### config.mk
export PLATFORM = sky130hd
export DESIGN_NAME = egmp_outq
export DESIGN_NICKNAME = d
export VERILOG_FILES = /design/src/rtl/egmp_pkg.sv /design/src/rtl/egmp_outq.sv
export SDC_FILE = /design/constraint.sdc
export NUM_CORES = 1
export LEC_CHECK = 0
export ABC_AREA = 1
export BUFFER_PORTS_ARGS = -buffer_cell sky130_fd_sc_hd__clkbuf_2
export CAP_MARGIN = 20
export CORE_MARGIN = 2
export CORE_UTILIZATION = 30
export CTS_CLUSTER_DIAMETER = 150
export CTS_CLUSTER_SIZE = 8
export DETAILED_ROUTE_END_ITERATION = 10
export GPL_TIMING_DRIVEN = 0
export PLACE_DENSITY = 0.58
export SLEW_MARGIN = 20
export SYNTH_ARGS = -nofsm -noshare
export SYNTH_HDL_FRONTEND = slang
export SYNTH_SLANG_ARGS = --single-unit
### constraint.sdc
create_clock -name i_clk -period 2.3 [get_ports i_clk]
set_clock_uncertainty 0.1 [all_clocks]
set_input_delay 0.69 -clock i_clk [delete_from_list [all_inputs] [get_ports i_clk]]
set_output_delay 0.69 -clock i_clk [all_outputs]
set_load 0.01 [all_outputs]
### src/rtl/egmp_pkg.sv
// egmp_pkg: shared types and constants for the energy guided max pool unit.
// Used by every module of the block; depends on nothing.
`timescale 1ns / 1ps
`default_nettype none

package egmp_pkg;

    // fixed field widths
    localparam int FLOW_W     = 14;
    localparam int ENERGY_W   = 16;
    localparam int POOLED_W   = 13;
    localparam int FACTOR_W   = 5;
    localparam int SIZE_W     = 13;
    localparam int CFG_IDX_W  = 3;
    localparam int CFG_DATA_W = 13;
    localparam int ROW_BITS   = 12;
    localparam int ROW_LIMIT  = 4096;

    // parameter defaults
    localparam int DEF_MAX_COLS    = 4096;
    localparam int DEF_MAX_FACTOR  = 16;
    localparam int DEF_ENERGY_BITS = 16;

    // output queue depth
    localparam int OUTQ_DEPTH = 4;

    // register indexes
    localparam logic [CFG_IDX_W-1:0] CFG_ROW_FACTOR = 3'd0;
    localparam logic [CFG_IDX_W-1:0] CFG_COL_FACTOR = 3'd1;
    localparam logic [CFG_IDX_W-1:0] CFG_IMAGE_COLS = 3'd2;
    localparam logic [CFG_IDX_W-1:0] CFG_IMAGE_ROWS = 3'd3;

    // reset values
    localparam logic [FACTOR_W-1:0] RST_FACTOR = 5'd1;
    localparam logic [SIZE_W-1:0]   RST_SIZE   = 13'd4096;

    // per-pixel control from the scan counters
    typedef struct packed {
        logic in_block;    // pixel belongs to a full block
        logic first;       // first pixel of its block
        logic last;        // last pixel of its block
        logic row_done;    // block is the last full one of its output row
        logic frame_done;  // block is the last full one of the frame
    } t_pix_ctl;

    typedef struct packed {
        logic [POOLED_W-1:0] pooled_flow;
        logic                filled;
        logic                row_done;
        logic                frame_done;
    } t_result;

endpackage

`default_nettype wire

### src/rtl/egmp_outq.sv
// egmp_outq: small result queue between the accumulator and the output port.
// Depends on egmp_pkg.
`timescale 1ns / 1ps
`default_nettype none

module egmp_outq (
    input  wire                                       i_clk,
    input  wire                                       i_rst_n,
    input  wire                                       i_push,
    input  egmp_pkg::t_result                         i_data,
    input  wire                                       i_ready,
    output logic                                      o_valid,
    output egmp_pkg::t_result                         o_data,
    output logic [$clog2(egmp_pkg::OUTQ_DEPTH+1)-1:0] o_count
);

    localparam int PW = $clog2(egmp_pkg::OUTQ_DEPTH);
    localparam int CW = $clog2(egmp_pkg::OUTQ_DEPTH + 1);

    egmp_pkg::t_result r_q [egmp_pkg::OUTQ_DEPTH];
    logic [PW-1:0] r_wr_ptr, r_rd_ptr;
    logic [CW-1:0] r_count;
    logic          pop;

    assign pop     = (r_count != '0) && i_ready;
    assign o_valid = r_count != '0;
    assign o_data  = r_q[r_rd_ptr];
    assign o_count = r_count;

    always_ff @(posedge i_clk) begin
        if (i_push) begin
            r_q[r_wr_ptr] <= i_data;
        end
    end

    always_ff @(posedge i_clk) begin
        if (!i_rst_n) begin
            r_wr_ptr <= '0;
            r_rd_ptr <= '0;
            r_count  <= '0;
        end else begin
            if (i_push) begin
                r_wr_ptr <= r_wr_ptr + PW'(1);
            end
            if (pop) begin
                r_rd_ptr <= r_rd_ptr + PW'(1);
            end
            case ({i_push, pop})
                2'b10:   r_count <= r_count + CW'(1);
                2'b01:   r_count <= r_count - CW'(1);
                default: r_count <= r_count;
            endcase
        end
    end

endmodule

`default_nettype wire

==> metrics.md <==
| Metric | Value |
|---|---|
| Status | `finished clean` |
| Synth unique cells | `15` |
| Synth Cell Area | `approximately 2800 um2` |
| Cells after synthesis | `219` |
| Register area share after synthesis | `0.745` |
| Clock root buffer | `clkbuf_8` |
| Post-Synth XOR/XNOR Area | `0` |
| CTS H-tree lvls | `3` |
| Grt total ovfl | `0` |
| Detailed Routing Iterations Pass 1 | `4` |
| Area grow syn2layout | `19.4%` |
| Layout cells sized above 1 | `0.249` |
| Core Region | `between 9000 and 10000 um2` |
| Vias in the first global route | `1845` |
| Clock transition at path regs | `0.07 ns` |
| Nets@finish | `295` |
| Kind of critical path | `register to output pin` |
| PortBufs | `39` |
| Final hold vios | `0` |
| # IOs | `40` |
| Slew Limit Fails | `0` |
| Synth warn | `0` |
| DP Wirelength | `about 3600 um` |
| CP cell instances | `inv_2 > clkbuf_4 > o21ai_1 > o22ai_1 > clkbuf_2` |
| CTS tree | `yes` |
| Max_cap viols | `0` |
| Fill count | `between 900 and 1000` |
| Longest Clk Path Bufs | `2` |
| Clk_lat worst skew | `between 0.3 and 0.4 ns` |
| F_max | `457 MHz` |
| CTS Buf Count | `9` |
| Crit. path cell count | `5` |
| Slowest CP cell | `dfxtp_2` |
| Die height | `roughly 100 um` |
| Synthesized Nets | `between 200 and 250` |
| Synth Area in Simple Gates | `0.0759` |
| Data required, critical path | `1.51 ns` |
| First-pass GRT wire length | `about 9300 um` |
| Syn_area_per_cell | `roughly 13 um2` |
| Compound-Gate Fraction of Synth Area | `0.108` |
| Largest family of logic cells by synthesized area | `compound AO/OA/AOI/OAI gates` |
| Routed wire length | `5680 um` |
| Max_slew headroom | `0.479` |
| Most common cell after layout, fill and taps aside | `edfxtp_1` |
| CP max FO | `10` |
| Number of DRC markers in iteration 0 | `roughly 110` |
| Worst path max stage delay | `0.35 ns` |
| #FFs+latches synth | `73` |
| Post-DRT Antenna Nets | `0` |
| DR vias | `1765` |
| Crit start category | `register` |
| CP Capture Type | `output pin` |
| DR vias/cell | `4.60` |
| Tot Pwr | `approximately 3.2 mW` |
| Reg2Reg Depth | `13` |
| Final cycle utilization of the critical path | `0.951` |
| Arr. time, crit path | `1.40 ns` |
| Hold slack | `0.398 ns` |
| Largest net degree at the start of global routing | `17` |
| Total setup buffers inserted after CTS | `0` |
| Minimum clock period | `around 2.2 ns` |
| Clock sinks | `between 70 and 80` |
| Hold path depth | `2` |
| Die X | `a little over 100 um` |
| Maximum vdd drop | `0.000504 V` |
| GRT Overall Usage | `0.126` |
| Setup repair after global routing missed its margin | `false` |
| Setup tns final | `0 ns` |
| Endpoints failing setup | `0` |
| # rows | `35` |
| DRC viols | `0` |
| Drt wl/cell | `between 10 and 15 um` |
| RD Place Congestion | `approximately 0.7` |
| Most frequent cells in the layout | `edfxtp_1 (64), clkbuf_2 (39), nor2_1 (38), o21ai_1 (28), nand2_1 (15)` |
| Hold Path Class | `register to register` |
| Pleak | `around 1.3 nW` |
| Post-synthesis mux area share | `0` |
| Crit path max-delay family | `buffers and inverters` |
| PwrDens | `approximately 940 nW/um2` |
| Post-Synth Adder-Cell Area | `0.0293` |
| Die area | `10200 um2` |
| Slew of the pin with the lowest slew margin | `between 0.7 and 0.8 ns` |
| Ant diodes | `0` |
| Initial antenna violation count | `0` |
| Starting Density | `0.307` |
| Worst path bufs/invs | `3` |
-- metrics by stage --
step | worst slack, ns | area [um2] | utilization | cells
after CTS | 0.0162 | 3350 | 0.364 | 384
after floorplan | 0.415 | 2820 | - | 219
final | 0.113 | 3370 | 0.366 | 384
after global routing | 0.0117 | 3370 | 0.366 | 384
after detailed placement | 0.176 | 3150 | 0.343 | 369
after global placement | 0.212 | 3150 | 0.343 | 369
-- timing repair --
item,4_1_cts,5_1_grt
resized for setup,7,6
hold buffers,0,0
setup endpoints to repair,10,13
-- final cells by class --
cell class              instances  area [um2]  share of cell area
multi-input cells             119         614               0.182
clock buffers                  10         128              0.0379
repair buffers                 39         195              0.0579
clock inverters                 5        47.5              0.0141
plain buffers                   8        63.8              0.0189
inverters                      19        73.8              0.0219
well taps                     111         139              0.0412
flip-flops and latches         73        2110               0.626
-- cell usage after synthesis (all sizes together) --
cell type / n / area, um2
fa: 1 / 20.0
buf: 8 / 45.0
nor2: 38 / 143
dfxtp: 9 / 180
nand3: 3 / 15.0
nand2: 15 / 56.3
inv: 19 / 71.3
ha: 5 / 62.6
a21oi: 5 / 25.0
o22ai: 16 / 100
o21ai: 36 / 180
edfxtp: 64 / 1920
-- power by group --
part	total [mW]	switching, mW	internal [mW]
logic	0.691	0.437	0.254
registers	1.57	0.0445	1.53
clock network	0.908	0.424	0.484
-- logic make-up after synthesis --
logic type,Yosys count
flip-flops,73
AO/OA/AOI/OAI,57
AND/OR/NAND/NOR,56
buffers and inverters,27
adder cells (fa/ha/maj),6
-- layer usage --
layer  vias up  track usage  share of wire
met3         2       0.0589          0.071
met5         -            0              0
li1        881            -              -
met4         0       0.0364         0.0051
met2        45        0.210           0.50
met1       837        0.145           0.42
-- path summary, 6_finish.rpt --
path	from	to	slack (ns)
worst max register to register	o_count[1]	o_count[2]	0.38
worst max-delay path	register	o_data[13]	0.11
worst min register to register	r_rd_ptr[1]	register	0.40
worst min-delay path	r_rd_ptr[1]	register	0.40
-- state kept, by name, summed over array words and instances (netlist names), named ones only --
name,cells
r_rd_ptr,2
o_count,3
r_wr_ptr,2
r_q,64
-- worst reg2reg max path, cell delays in order (launching register included) --
cell,delay [ns]
dfxtp_1,0.38
nor2_1,0.07
nand2_1,0.13
nand2_1,0.10
inv_1,0.09
ha_1,0.18
inv_2,0.05
fa_1,0.37
inv_1,0.06
nand2_1,0.04
nand3_1,0.08
nand2_1,0.06
nand2_1,0.05
nor2_1,0.04
Power figures use the tool's default switching activity.
