--- config.mk ---
export PLATFORM = sky130hd
export DESIGN_NAME = egmp_scan
export DESIGN_NICKNAME = d
export VERILOG_FILES = /design/src/rtl/egmp_pkg.sv /design/src/rtl/egmp_scan.sv
export SDC_FILE = /design/constraint.sdc
export NUM_CORES = 1
export LEC_CHECK = 0
export BUFFER_PORTS_ARGS = -buffer_cell sky130_fd_sc_hd__buf_4
export CORE_AREA = 2 2 113 115
export DETAILED_ROUTE_END_ITERATION = 8
export DIE_AREA = 0 0 115 117
export GPL_ROUTABILITY_DRIVEN = 0
export PLACE_DENSITY = 0.75
export SYNTH_ARGS = -nofsm -noshare
export SYNTH_HDL_FRONTEND = slang
export SYNTH_SLANG_ARGS = --single-unit
--- constraint.sdc ---
create_clock -name i_clk -period 7.34 [get_ports i_clk]
set_input_delay 1.468 -clock i_clk [delete_from_list [all_inputs] [get_ports i_clk]]
set_output_delay 1.468 -clock i_clk [all_outputs]
set_load 0.02 [all_outputs]
--- src/rtl/egmp_pkg.sv ---
// egmp_pkg: shared types and constants for the energy guided max pool unit.
// Used by every module of the block; depends on nothing.
`timescale 1ns / 1ps
`default_nettype none

package egmp_pkg;

    // fixed field widths
    localparam int FLOW_W     = 14;
    localparam int ENERGY_W   = 16;
    localparam int POOLED_W   = 13;
    localparam int FACTOR_W   = 5;
    localparam int SIZE_W     = 13;
    localparam int CFG_IDX_W  = 3;
    localparam int CFG_DATA_W = 13;
    localparam int ROW_BITS   = 12;
    localparam int ROW_LIMIT  = 4096;

    // parameter defaults
    localparam int DEF_MAX_COLS    = 4096;
    localparam int DEF_MAX_FACTOR  = 16;
    localparam int DEF_ENERGY_BITS = 16;

    // output queue depth
    localparam int OUTQ_DEPTH = 4;

    // register indexes
    localparam logic [CFG_IDX_W-1:0] CFG_ROW_FACTOR = 3'd0;
    localparam logic [CFG_IDX_W-1:0] CFG_COL_FACTOR = 3'd1;
    localparam logic [CFG_IDX_W-1:0] CFG_IMAGE_COLS = 3'd2;
    localparam logic [CFG_IDX_W-1:0] CFG_IMAGE_ROWS = 3'd3;

    // reset values
    localparam logic [FACTOR_W-1:0] RST_FACTOR = 5'd1;
    localparam logic [SIZE_W-1:0]   RST_SIZE   = 13'd4096;

    // per-pixel control from the scan counters
    typedef struct packed {
        logic in_block;    // pixel belongs to a full block
        logic first;       // first pixel of its block
        logic last;        // last pixel of its block
        logic row_done;    // block is the last full one of its output row
        logic frame_done;  // block is the last full one of the frame
    } t_pix_ctl;

    typedef struct packed {
        logic [POOLED_W-1:0] pooled_flow;
        logic                filled;
        logic                row_done;
        logic                frame_done;
    } t_result;

endpackage

`default_nettype wire

--- src/rtl/egmp_scan.sv ---
// egmp_scan: raster position counters, block column address and block flags.
// Depends on egmp_pkg.
`timescale 1ns / 1ps
`default_nettype none

module egmp_scan #(
    parameter int MAX_COLS   = egmp_pkg::DEF_MAX_COLS,
    parameter int MAX_FACTOR = egmp_pkg::DEF_MAX_FACTOR
) (
    input  wire                                i_clk,
    input  wire                                i_rst_n,
    input  wire                                i_restart,
    input  wire                                i_accept,
    input  wire  [egmp_pkg::FACTOR_W-1:0]      i_row_factor,
    input  wire  [egmp_pkg::FACTOR_W-1:0]      i_col_factor,
    input  wire  [egmp_pkg::SIZE_W-1:0]        i_image_cols,
    input  wire  [egmp_pkg::SIZE_W-1:0]        i_image_rows,
    output egmp_pkg::t_pix_ctl                 o_ctl,
    output logic [$clog2(MAX_COLS)-1:0]        o_addr
);

    localparam int CPW  = $clog2(MAX_COLS);
    localparam int FW   = $clog2(MAX_FACTOR + 1);
    localparam int CIBW = (MAX_FACTOR > 1) ? $clog2(MAX_FACTOR) : 1;
    localparam int RB   = egmp_pkg::ROW_BITS;
    localparam int SW   = ((CPW > FW) ? CPW : FW) + 2;
    localparam int RSW  = ((RB > FW) ? RB : FW) + 2;

    logic [FW-1:0]    rf_c, cf_c;
    logic [CPW:0]     cols_c;
    logic [RB:0]      rows_c;

    logic [CPW-1:0]   r_col_pos, n_col_pos;
    logic [RB-1:0]    r_row_pos, n_row_pos;
    logic [CIBW-1:0]  r_cib, n_cib;
    logic [CIBW-1:0]  r_rib, n_rib;
    logic [CPW-1:0]   r_bstart, n_bstart;   // column of the current block's start
    logic [CPW-1:0]   r_bcol, n_bcol;       // block column index
    logic [RB-1:0]    r_rstart, n_rstart;   // row of the current block row's start

    logic [SW-1:0]    bend, bend2;
    logic [RSW-1:0]   rend, rend2;
    logic             cib_last, rib_last, row_end, frame_end;

    // clamp configuration to the usable range
    always_comb begin
        if (i_row_factor == '0) begin
            rf_c = FW'(1);
        end else if (32'(i_row_factor) > MAX_FACTOR) begin
            rf_c = FW'(MAX_FACTOR);
        end else begin
            rf_c = FW'(i_row_factor);
        end
        if (i_col_factor == '0) begin
            cf_c = FW'(1);
        end else if (32'(i_col_factor) > MAX_FACTOR) begin
            cf_c = FW'(MAX_FACTOR);
        end else begin
            cf_c = FW'(i_col_factor);
        end
        if (i_image_cols == '0) begin
            cols_c = (CPW+1)'(1);
        end else if (32'(i_image_cols) > MAX_COLS) begin
            cols_c = (CPW+1)'(MAX_COLS);
        end else begin
            cols_c = (CPW+1)'(i_image_cols);
        end
        if (i_image_rows == '0) begin
            rows_c = (RB+1)'(1);
        end else if (32'(i_image_rows) > egmp_pkg::ROW_LIMIT) begin
            rows_c = (RB+1)'(egmp_pkg::ROW_LIMIT);
        end else begin
            rows_c = (RB+1)'(i_image_rows);
        end
    end

    // block extents: full if the block ends inside the image, last if the next does not
    assign bend  = SW'(r_bstart) + SW'(cf_c);
    assign bend2 = bend + SW'(cf_c);
    assign rend  = RSW'(r_rstart) + RSW'(rf_c);
    assign rend2 = rend + RSW'(rf_c);

    assign cib_last  = (FW'(r_cib) + FW'(1)) == cf_c;
    assign rib_last  = (FW'(r_rib) + FW'(1)) == rf_c;
    assign row_end   = ((CPW+1)'(r_col_pos) + (CPW+1)'(1)) >= cols_c;
    assign frame_end = ((RB+1)'(r_row_pos) + (RB+1)'(1)) >= rows_c;

    always_comb begin
        o_ctl.in_block   = (bend <= SW'(cols_c)) && (rend <= RSW'(rows_c));
        o_ctl.first      = (r_cib == '0) && (r_rib == '0);
        o_ctl.last       = cib_last && rib_last;
        o_ctl.row_done   = bend2 > SW'(cols_c);
        o_ctl.frame_done = (bend2 > SW'(cols_c)) && (rend2 > RSW'(rows_c));
        o_addr           = r_bcol;
    end

    always_comb begin
        n_col_pos = r_col_pos + CPW'(1);
        n_row_pos = r_row_pos;
        n_cib     = cib_last ? '0 : r_cib + CIBW'(1);
        n_rib     = r_rib;
        n_bstart  = cib_last ? r_bstart + CPW'(cf_c) : r_bstart;
        n_bcol    = cib_last ? r_bcol + CPW'(1) : r_bcol;
        n_rstart  = r_rstart;
        if (row_end) begin
            n_col_pos = '0;
            n_cib     = '0;
            n_bstart  = '0;
            n_bcol    = '0;
            n_rib     = rib_last ? '0 : r_rib + CIBW'(1);
            n_rstart  = rib_last ? r_rstart + RB'(rf_c) : r_rstart;
            n_row_pos = r_row_pos + RB'(1);
            if (frame_end) begin
                n_row_pos = '0;
                n_rib     = '0;
                n_rstart  = '0;
            end
        end
    end

    always_ff @(posedge i_clk) begin
        if (!i_rst_n || i_restart) begin
            r_col_pos <= '0;
            r_row_pos <= '0;
            r_cib     <= '0;
            r_rib     <= '0;
            r_bstart  <= '0;
            r_bcol    <= '0;
            r_rstart  <= '0;
        end else if (i_accept) begin
            r_col_pos <= n_col_pos;
            r_row_pos <= n_row_pos;
            r_cib     <= n_cib;
            r_rib     <= n_rib;
            r_bstart  <= n_bstart;
            r_bcol    <= n_bcol;
            r_rstart  <= n_rstart;
        end
    end

endmodule

`default_nettype wire

==> out/results.tsv <==
metric	value	unit
postRouteAntennaNets	0	
endpoint_kind	output port	
synth_edf_count	0	
clock-root-buffer	clkbuf_16	
synth_cells	822	
hold_path_class	flip-flop to flip-flop	
hold_violations	0	
dp_cells	1011	
setup_viol	0	
stdcell_count	1032	
antenna_found_initial	0	
finalCriticalPeriod	7.24	ns
n_antenna_cell	0	
synth_area_per_cell	8.27	um^2
yosysUniqueCellTypes	75	
drtIter0Drc	600	
cp.required	5.87	ns
powerDensity	130	mW/mm^2
dr.pass1.iters	5	
grt_pass1_wl	29.5	mm
start_util	55.2	%
dp_hpwl	14.3	mm
via_per_inst	6.47	
ir_worst_vdd	101	uV
ys_async_sr_fraction	0	%
area_delta_synth_final	14.4	%
cts.sinks	68	
netlist_area	0.00680	mm^2
fillers	1046	
yosysWarningCount	0	
drive_gt1_share	15.3	%
die_w	115	um
crit_arrival	5.77	ns
finalClockSkew	0.00719	ns
ys_seq_area_share	20.0	%
yosys_register_bits	68	
final_util	63.2	%
design.die.area	0.0135	mm^2
fin_crit_sh	98.7	%
path_clk_slew	0.06	ns
io_pins	57	
worstSetupPathType	input pin to output port	
synth-main-ff-cell	dfxtp_1	
drt_wl_total	18.4	mm
portBuffers	56	
status	completed	
slew_headroom	34.8	%
finish.net_count	1021	
num_rows	41	
clock_path_buffers	2	
slew_violations	0	
p_leak	0.00357	uW
critPathMaxFanout	9	
drt-wirelength-per-cell	17.8	um
max_freq	138	MHz
start_kind	input pin	
core	0.0123	mm^2
h-tree-depth	3	
drc	0	
cts_hold_buf	0	
grt_remaining_overflow	0	
cts_tree	done	
grt_start_max_net_pins	20	
num_vias	6677	
track_usage	27.4	%
die_y	117	um
grt_pass1_vias	6286	
max-cap-violations	0	
worst_slew_pin_slew	0.978	ns
synth_nets	966	
numCtsBuffers	9	
clk_latency	0.34	ns
rrSetupSlack	3.19	ns
## registers in the layout (all words and copies together), names as in the netlist
signal / flops
o_addr: 12
r_bstart: 12
r_col_pos: 12
r_row_pos: 12
r_rstart: 12
r_cib: 4
r_rib: 4
## routing by layer
metal / global-route usage (%) / part of all wire [%] / up-vias
li1: - / - / 3188
met1: 37.1 / 46 / 3205
met2: 43.8 / 45 / 236
met3: 3.81 / 5.7 / 48
met4: 12.0 / 2.8 / 0
met5: 0 / 0 / -
## placed cells by master (no fill, tap or decap), drive strengths merged, types with 8 or more instances in the layout
| cell | instances |
|---|---|
| a32o | 8 |
| o22ai | 8 |
| or3 | 12 |
| and3 | 19 |
| o21a | 9 |
| or4 | 8 |
| nand2 | 79 |
| xnor2 | 42 |
| ha | 100 |
| nand2b | 12 |
| o21ai | 28 |
| nor3 | 17 |
| nand3 | 33 |
| inv | 39 |
| a31oi | 20 |
| nor4 | 10 |
| xor2 | 27 |
| nor2b | 13 |
| a22o | 18 |
| nor2 | 36 |
| a21oi | 44 |
| a21o | 25 |
| o31ai | 12 |
| dfxtp | 68 |
| clkbuf | 10 |
| nand4 | 20 |
| buf | 72 |
| a211oi | 8 |
## synth_stat cells (13+ instances only)
cell type	n	area [um^2]
a21oi_1	44	220
nand4_1	20	125
and3_1	19	119
o21ai_0	23	115
ha_1	100	1250
clkbuf_1	17	63.8
xnor2_1	39	342
nand3_1	32	160
nor2_1	36	135
inv_1	37	139
nand2_1	79	297
a21o_1	25	188
a31oi_1	18	113
a22o_1	18	158
dfxtp_1	68	1360
nor2b_1	13	81.3
xor2_1	27	236
## layout make-up
type / instances / area, um^2 / share of cell area (%)
Clock buffer: 10 / 239 / 3.07
Inverter: 39 / 146 / 1.88
Sequential cell: 68 / 1360 / 17.5
Multi-Input combinational cell: 687 / 5240 / 67.4
Clock inverter: 6 / 63.8 / 0.820
Tap cell: 150 / 188 / 2.41
Timing Repair Buffer: 72 / 541 / 6.95
## worst paths after layout
kind,start,cells past startpoint,end
max,i_row_factor[2],24,o_ctl[0]
min,r_col_pos[10]$_SDFFE_PP0P_,1,r_col_pos[10]$_SDFFE_PP0P_
max reg2reg,r_row_pos[0]$_SDFFE_PP0P_,14,r_rib[1]$_SDFFE_PP0P_
min reg2reg,r_col_pos[10]$_SDFFE_PP0P_,1,r_col_pos[10]$_SDFFE_PP0P_
## kinds of logic (layout without fill, tap and decap cells)
family                     count (synthesis)  in the layout  synth area share [%]
xor gates and xnor gates                  70             70                  9.55
AOI/OAI and AO/OA                        220            220                  23.3
and+or+nand+nor                          288            288                  22.9
muxes                                      4              4                 0.589
DFF                                       68             68                  20.0
buffers and inverters                     67            127                  3.92
adders and majority gates                105            105                  19.7
## critical path, cell delays in order
cell and delay, ns:
buf_4 0.15, nor3_2 0.15, o21ai_1 0.09, inv_1 0.10, ha_2 0.20, buf_4 0.14, a21o_1 0.15, a21oi_1 0.07
o21ai_0 0.14, o21ai_0 0.10, a32oi_1 0.20, xnor2_1 0.14, ha_1 0.39, a31oi_4 0.12, nor2b_2 0.17, o2111ai_2 0.21
buf_4 0.21, nor3_4 0.17, xor2_1 0.23, ha_1 0.32, a2111oi_4 0.40, nand3b_1 0.13, and3_1 0.18, buf_4 0.15
## power by group
group          switching (uW)  internal (uW)
registers                2.37            370
logic                     110           80.8
clock network             173            271
total                     286            723
## timing repair
| action | in CTS | in global routing |
|---|---|---|
| endpoints found under the setup margin | 1 | 1 |
| pin swaps | 1 | 6 |
| buffers inserted | 1 | 4 |
| gates cloned | 0 | 0 |
| gates resized for setup | 2 | 14 |
## metrics by stage
stage	power, uW	setup TNS [ns]	instance area, um^2	hold slack, ns	setup WS [ns]
3_5_place_dp	560	-0.198	7370	0.455	-0.198
3_3_place_gp	552	0	7370	0.450	0.0940
5_1_grt	1050	-0.0897	7780	0.497	-0.0897
2_1_floorplan	502	0	6800	0.442	0.264
4_1_cts	1010	0	7690	0.468	0.00925
6_report	1010	0	7780	0.466	0.0975
No activity file was read; power rests on OpenSTA's default activity.
